==> config.mk <==
export PLATFORM = sky130hd
export DESIGN_NAME = vcs_sqrt
export DESIGN_NICKNAME = d
export VERILOG_FILES = /design/src/hdl/vcs_pkg.sv /design/src/hdl/vcs_sqrt.sv
export SDC_FILE = /design/constraint.sdc
export NUM_CORES = 2
export LEC_CHECK = 0
export BUFFER_PORTS_ARGS = -buffer_cell sky130_fd_sc_hd__buf_2
export CORE_UTILIZATION = 50
export DETAILED_ROUTE_END_ITERATION = 8
export PLACE_DENSITY = 0.66
export SYNTH_ARGS = -nofsm -noshare
export SYNTH_HDL_FRONTEND = slang
export SYNTH_MEMORY_MAX_BITS = 65536
export SYNTH_SLANG_ARGS = --single-unit
==> constraint.sdc <==
create_clock -name clk_i -period 9.8 [get_ports clk_i]
set_clock_uncertainty 0.2 [all_clocks]
set_input_delay 0.98 -clock clk_i [delete_from_list [all_inputs] [get_ports clk_i]]
set_output_delay 0.98 -clock clk_i [all_outputs]
set_load 0.03 [all_outputs]
==> src/hdl/vcs_pkg.sv <==
`default_nettype none

package vcs_pkg;

  localparam int unsigned DataW = 24;
  localparam int unsigned FracB = 12;
  localparam int unsigned ProdW = 2 * DataW;
  localparam int unsigned ThrW  = DataW - 1;

  // one in the fixed point format
  localparam logic signed [DataW-1:0] QOne =
    {{(DataW-FracB-1){1'b0}}, 1'b1, {FracB{1'b0}}};
  localparam logic signed [DataW-1:0] QMinusOne = -QOne;

  localparam logic [ThrW-1:0] ThrReset =
    {{(ThrW-FracB-2){1'b0}}, 2'b10, {FracB{1'b0}}};
  localparam logic [DataW-1:0] MinFwdReset =
    {{(DataW-FracB-1){1'b0}}, 1'b1, {FracB{1'b0}}};

  localparam logic signed [ProdW-1:0] SMaxW =
    {{(ProdW-DataW+1){1'b0}}, {(DataW-1){1'b1}}};
  localparam logic signed [ProdW-1:0] SMinW =
    {{(ProdW-DataW+1){1'b1}}, {(DataW-1){1'b0}}};

  typedef enum logic [0:0] {
    CfgThreshold = 1'b0,
    CfgMinFwd    = 1'b1
  } cfg_idx_e;

  typedef struct packed {
    logic signed [DataW-1:0] raw_x;
    logic signed [DataW-1:0] raw_y;
    logic signed [DataW-1:0] raw_z;
    logic signed [DataW-1:0] desired_speed;
    logic signed [DataW-1:0] fwd_pos;
  } vcs_in_t;

  typedef struct packed {
    logic signed [DataW-1:0] vel_x;
    logic signed [DataW-1:0] vel_y;
    logic signed [DataW-1:0] vel_z;
  } vcs_out_t;

  // vector plus the speed it is scaled by
  typedef struct packed {
    logic signed [DataW-1:0] x;
    logic signed [DataW-1:0] y;
    logic signed [DataW-1:0] z;
    logic signed [DataW-1:0] speed;
  } vcs_vec_t;

  function automatic logic signed [DataW-1:0] sat_word(input logic signed [ProdW-1:0] v);
    logic signed [DataW-1:0] r;
    if (v > SMaxW) begin
      r = SMaxW[DataW-1:0];
    end else if (v < SMinW) begin
      r = SMinW[DataW-1:0];
    end else begin
      r = v[DataW-1:0];
    end
    return r;
  endfunction

endpackage

`default_nettype wire

==> src/hdl/vcs_sqrt.sv <==
`default_nettype none

module vcs_sqrt import vcs_pkg::*; (
  input  wire logic             clk_i,
  input  wire logic             rst_ni,
  input  wire logic             vld_i,
  input  wire logic [ProdW-1:0] sum_i,
  input  wire vcs_vec_t         vec_i,
  output logic                  vld_o,
  output logic      [DataW-1:0] root_o,
  output vcs_vec_t              vec_o
);

  localparam int unsigned NStg = DataW;
  localparam int unsigned RemW = DataW + 2;

  logic             vld_q  [NStg];
  logic [RemW-1:0]  rem_q  [NStg];
  logic [RemW-1:0]  rem_d  [NStg];
  logic [DataW-1:0] root_q [NStg];
  logic [DataW-1:0] root_d [NStg];
  logic [ProdW-1:0] sum_q  [NStg];
  logic [ProdW-1:0] sum_d  [NStg];
  vcs_vec_t         vec_q  [NStg];

  // one root bit per stage, two radicand bits consumed per stage
  for (genvar k = 0; k < NStg; k++) begin : g_stg
    logic             vld_in;
    logic [RemW-1:0]  rem_in;
    logic [DataW-1:0] root_in;
    logic [ProdW-1:0] sum_in;
    vcs_vec_t         vec_in;
    logic [RemW-1:0]  trial;
    logic [RemW-1:0]  tst;

    if (k == 0) begin : g_src
      assign vld_in  = vld_i;
      assign rem_in  = '0;
      assign root_in = '0;
      assign sum_in  = sum_i;
      assign vec_in  = vec_i;
    end else begin : g_src
      assign vld_in  = vld_q[k-1];
      assign rem_in  = rem_q[k-1];
      assign root_in = root_q[k-1];
      assign sum_in  = sum_q[k-1];
      assign vec_in  = vec_q[k-1];
    end

    always_comb begin
      trial = {rem_in[RemW-3:0], sum_in[ProdW-1 -: 2]};
      tst   = {root_in, 2'b01};
      if (trial >= tst) begin
        rem_d[k]  = trial - tst;
        root_d[k] = {root_in[DataW-2:0], 1'b1};
      end else begin
        rem_d[k]  = trial;
        root_d[k] = {root_in[DataW-2:0], 1'b0};
      end
      sum_d[k] = {sum_in[ProdW-3:0], 2'b00};
    end

    always_ff @(posedge clk_i or negedge rst_ni) begin
      if (!rst_ni) begin
        vld_q[k] <= 1'b0;
      end else begin
        vld_q[k] <= vld_in;
      end
    end

    always_ff @(posedge clk_i) begin
      rem_q[k]  <= rem_d[k];
      root_q[k] <= root_d[k];
      sum_q[k]  <= sum_d[k];
      vec_q[k]  <= vec_in;
    end
  end

  assign vld_o  = vld_q[NStg-1];
  assign root_o = root_q[NStg-1];
  assign vec_o  = vec_q[NStg-1];

endmodule

`default_nettype wire

Yosys cells after proc, flatten, opt, wreduce, memory -nomap -nowiden
Memory sizes are Yosys's and may differ from the RTL's.
Index checks and enable logic that the tools add are counted.

cells by class
  magnitude comparators = 24
  mux-type cells = 48
  add/subtract/negate cells = 24

operators with widths
  cell                                                                    count
  26-bit 2-to-1 mux                                                       24
  26-bit >= comparator                                                    23
  26-bit subtractor                                                       23
  1-bit 2-to-1 mux                                                        24
  2-bit by 1-bit subtractor with 3-bit output (second input constant)     1
  2-bit by 1-bit >= comparator with 1-bit output (second input constant)  1

storage, ports and cells
  memory bits (writable) = 4,608
  input port bits = 147
  register bits = 24
  memories kept = 4
  logic and storage cells = 124
  output and inout port bits = 121

memory list
  name    depth  bits a word  read ports  clocked after memory_dff  wr ports  RTL line        source
  vec_q   24     96           24          0                         24        vcs_sqrt.sv:24  vcs_vec_t vec_q [NStg];
  sum_q   24     46           23          0                         24        vcs_sqrt.sv:22  logic [ProdW-1:0] sum_q [NStg];
  rem_q   24     26           23          0                         24        vcs_sqrt.sv:18  logic [RemW-1:0] rem_q [NStg];
  root_q  24     24           24          0                         24        vcs_sqrt.sv:20  logic [DataW-1:0] root_q [NStg];

Longest topological paths before layout
An unclocked memory read counts as a cell.

  word-level depth = 3
  gate-level depth with buffers = 14
  gate-level depth less buffers = 12

Least setup slack after synthesis
Ideal clock, no wire load.

  path type = register -> register
  from = memory root_q[20][0], in the netlist root_q[2][96]
  to = memory rem_q[2][151] (netlist name)
  period minus slack after synthesis = 3.405 ns
  buffers on the path = 1
  cell stages (with the launch flop) = 14
  arrival time = 3.073 ns
  required time = 9.468 ns
  library setup time = 0.132 ns
  setup slack = 6.395 ns
  cells stage by stage = dfxtp_1 inv_1 ha_1 nor2b_1 o31a_1 a2111oi_0 o31ai_1 a211oi_2 nor2_1 nor3_2 inv_2 clkbuf_1 nor2_1 a21oi_1

RTL lines
  item                RTL line
  start: declaration  vcs_sqrt.sv:20
  end: declaration    vcs_sqrt.sv:18

==> impl_metrics.json <==
{
  "hp-class": "reg2reg",
  "ys_types": 81,
  "grt_pass1_wl_um": 231000,
  "die_width_um": 441,
  "ctsResizeCount": 0,
  "dpl.cell_count": 9872,
  "clk_pin_slew_worst_paths_ns": 0.06,
  "cts.sinks": 3702,
  "cp_top_family": "compound AO/OA/AOI/OAI gates",
  "initial_core_util_pct": 50.4,
  "io_pins": 268,
  "clockRootBuffer": "clkbuf_16",
  "postRouteAntennaNets": 0,
  "hold_viol": 0,
  "synth_area_leaders": "dfxtp_1, ha_1, xnor2_1",
  "status": "finished, final reports clean",
  "grt_max_degree": 41,
  "critical_path.max_stage_delay_ns": 0.79,
  "rows": 160,
  "p_leak_nw": 51.0,
  "overflow": 0,
  "power_density_nw_per_um2": 294,
  "grt_pass1_vias": 48300,
  "finalCriticalPeriod_ns": 4.49,
  "yosysWarnings": 0,
  "peakVddDrop_uv": 240,
  "ys_async_sr_fraction_pct": 0.648,
  "ctsLongestPathBuffers": 4,
  "avgRoutedWirePerCell_um": 13.4,
  "rsz0062_at_grt": "false",
  "finish.utilization_pct": 59.6,
  "yosys.area.top_type": "dfxtp_1",
  "crit_buf_inv": 2,
  "cp_cell_sequence": "inv_1 > ha_1 > nor2b_1 > o31a_1 > a2111oi_0 > o31ai_1 > a211oi_2 > nor2_1 > nor3_2 > inv_2 > mux2_2",
  "critPathKind": "reg2reg",
  "drt-initial-drc-count": 2142,
  "portBuffers": 267,
  "insertion_delay_ns": 0.96,
  "core_region_area_um2": 191000,
  "post_route_cells_drive_above_1_share_pct": 11.5,
  "slew_viol_final": 0,
  "syn_area_um2": 96100,
  "synthToLayoutAreaGrowth_pct": 18.1,
  "final.setup.tns_ns": 0,
  "critPathLaunchType": "register",
  "grtUsageTotal_pct": 14.5,
  "first_pass_iters": 5,
  "routabilityCongestion": 0.908,
  "place_ws_ns": 5.36,
  "slowest_stage": "a2111oi_0",
  "fp.dieArea_um2": 194000,
  "drt-total-wl_um": 143000,
  "syn-num-nets": 7632,
  "relSlewSlack_pct": 37.1,
  "fin_ws_ns": 5.31,
  "timing.fmax_mhz": 223,
  "synthTopCellsByCount": "dfxtp_1, inv_1, nand2_1",
  "worstMarginPinSlew_ns": 0.934,
  "endpoint_kind": "register",
  "regArea_um2": 74200,
  "synth_top_area_share_pct": 76.6,
  "stdcell_count": 10600,
  "crit_required_ns": 10.39,
  "avgSynthCellArea_um2": 13.4,
  "maxCapViolCount": 0,
  "vias_per_cell": 4.57,
  "ys_seq_elements": 3702,
  "cts_buffers": 357,
  "post-route-period-util_pct": 45.8,
  "antenna_found_initial": 1,
  "synth_ff_type": "dfxtp_1",
  "diodes": 0,
  "crit_fanout": 37,
  "cts_tree": "yes",
  "yosysMostFrequentCell": "dfxtp_1",
  "ys_seq_area_share_pct": 77.2,
  "worstPathArrival_ns": 5.07,
  "vias": 48600,
  "die_y_um": 441,
  "drc_errors": 0,
  "dpl.hpwl_um": 92100,
  "fillers": 14700,
  "cts_max_level": 5,
  "synth_cells": 7160,
  "multi_input_area_um2": 20100,
  "finalSetupViolations": 0,
  "final_nets": 8337,
  "synth-edff-count": 0
}
==> power breakdown <==
part	total, W	internal, W	switching, W
logic	0.00288	0.00129	0.00159
clock network	0.0133	0.00793	0.00533
registers	0.0172	0.0165	0.000727
total	0.0334	0.0257	0.00765
==> what timing repair did <==
action                    4_1_cts  5_1_grt
setup buffers                   0        0
hold endpoints to repair      168        0
hold buffers                  145        0
==> area by class of cell <==
class	count	share of cell area, %
multi-input cells	2964	17.7
flip-flops and latches	3702	65.4
inverters	413	1.36
repair buffers	427	2.55
clock inverters	118	1.12
well taps	2511	2.77
clock buffers	502	9.14
==> per-stage QoR <==
step,hold WS [ns],area [um^2],power (W)
global placement,0.110,100000,0.0203
floorplan,0.110,96100,0.0195
detailed placement,0.112,100000,0.0204
global route,0.0416,114000,0.0350
CTS,0.00399,114000,0.0338
finish,0.0755,114000,0.0334
==> registers in the layout (all words and copies together), names as in the netlist <==
signal / flops
vld_o: 1
root_q: 300
g_stg.vld_in: 23
rem_q: 522
vec_q: 2304
sum_q: 552
==> cell usage in the layout (no fill, tap or decap), drive strengths merged, types with 26 or more instances in the layout <==
master / Yosys / routed
dfxtp: 3678 / 3678
clkbuf: 74 / 502
inv: 412 / 424
nand2: 376 / 376
ha: 325 / 325
o21ai: 284 / 284
buf: 7 / 282
nor2: 273 / 273
a21oi: 266 / 266
xnor2: 204 / 204
xor2: 202 / 202
dlygate4sd3: 0 / 145
nor3: 112 / 112
a21o: 105 / 105
nand3: 72 / 72
clkinv: 1 / 70
nand2b: 69 / 69
o21a: 54 / 54
nand4: 52 / 52
nor4: 50 / 50
nor2b: 50 / 50
o31ai: 43 / 43
or3: 42 / 42
mux2: 36 / 36
a31oi: 28 / 28
a211oi: 27 / 27
or2: 26 / 26
==> per-layer routing <==
layer  vias up  GRT usage (%)  share of wire (%)
met5         -              0                  0
met4         0           6.60                3.5
met3       359           3.56                4.8
met2       975           25.0                 48
met1     22200           17.1                 44
li1      25000              -                  -
==> path summary, 6_finish.rpt <==
| check | startpoint | endpoint | slack [ns] | depth (start not counted) |
|---|---|---|---|---|
| max in group asynchronous | rst_ni | g_stg[11].vld_in$_DFF_PN0_ | 8.71 | 2 |
| hold / removal | vec_q[2][184]$_DFF_P_ | vec_q[2][280]$_DFF_P_ | 0.08 | 0 |
| setup / recovery | root_q[2][96]$_DFF_P_ | rem_q[2][139]$_DFF_P_ | 5.31 | 11 |
| setup reg to reg | root_q[2][96]$_DFF_P_ | rem_q[2][139]$_DFF_P_ | 5.31 | 11 |
| hold reg to reg | vec_q[2][184]$_DFF_P_ | vec_q[2][280]$_DFF_P_ | 0.08 | 0 |
| min in group asynchronous | rst_ni | g_stg[22].vld_in$_DFF_PN0_ | 0.36 | 2 |
==> logic make-up after synthesis <==
logic type	count (synthesis)	share of synthesized area [%]
XOR/XNOR	406	3.70
flip-flops	3702	77.2
buffers and inverters	494	1.94
AND/OR/NAND/NOR	1236	6.31
other	1	0.00390
multiplexers	46	0.530
adder cells (fa/ha/maj)	325	4.23
AO/OA/AOI/OAI	950	6.08
==> worst register-to-register path: cells and delay by family, from the launching register on <==
| family | cells | cell delay, ns |
|---|---|---|
| mux | 1 | 0.39 |
| fa+ha+maj | 1 | 0.34 |
| buf+inv | 2 | 0.49 |
| flops | 1 | 0.33 |
| compound gates | 4 | 1.79 |
| simple gates | 3 | 0.83 |
(Power assumes the default switching activity.)
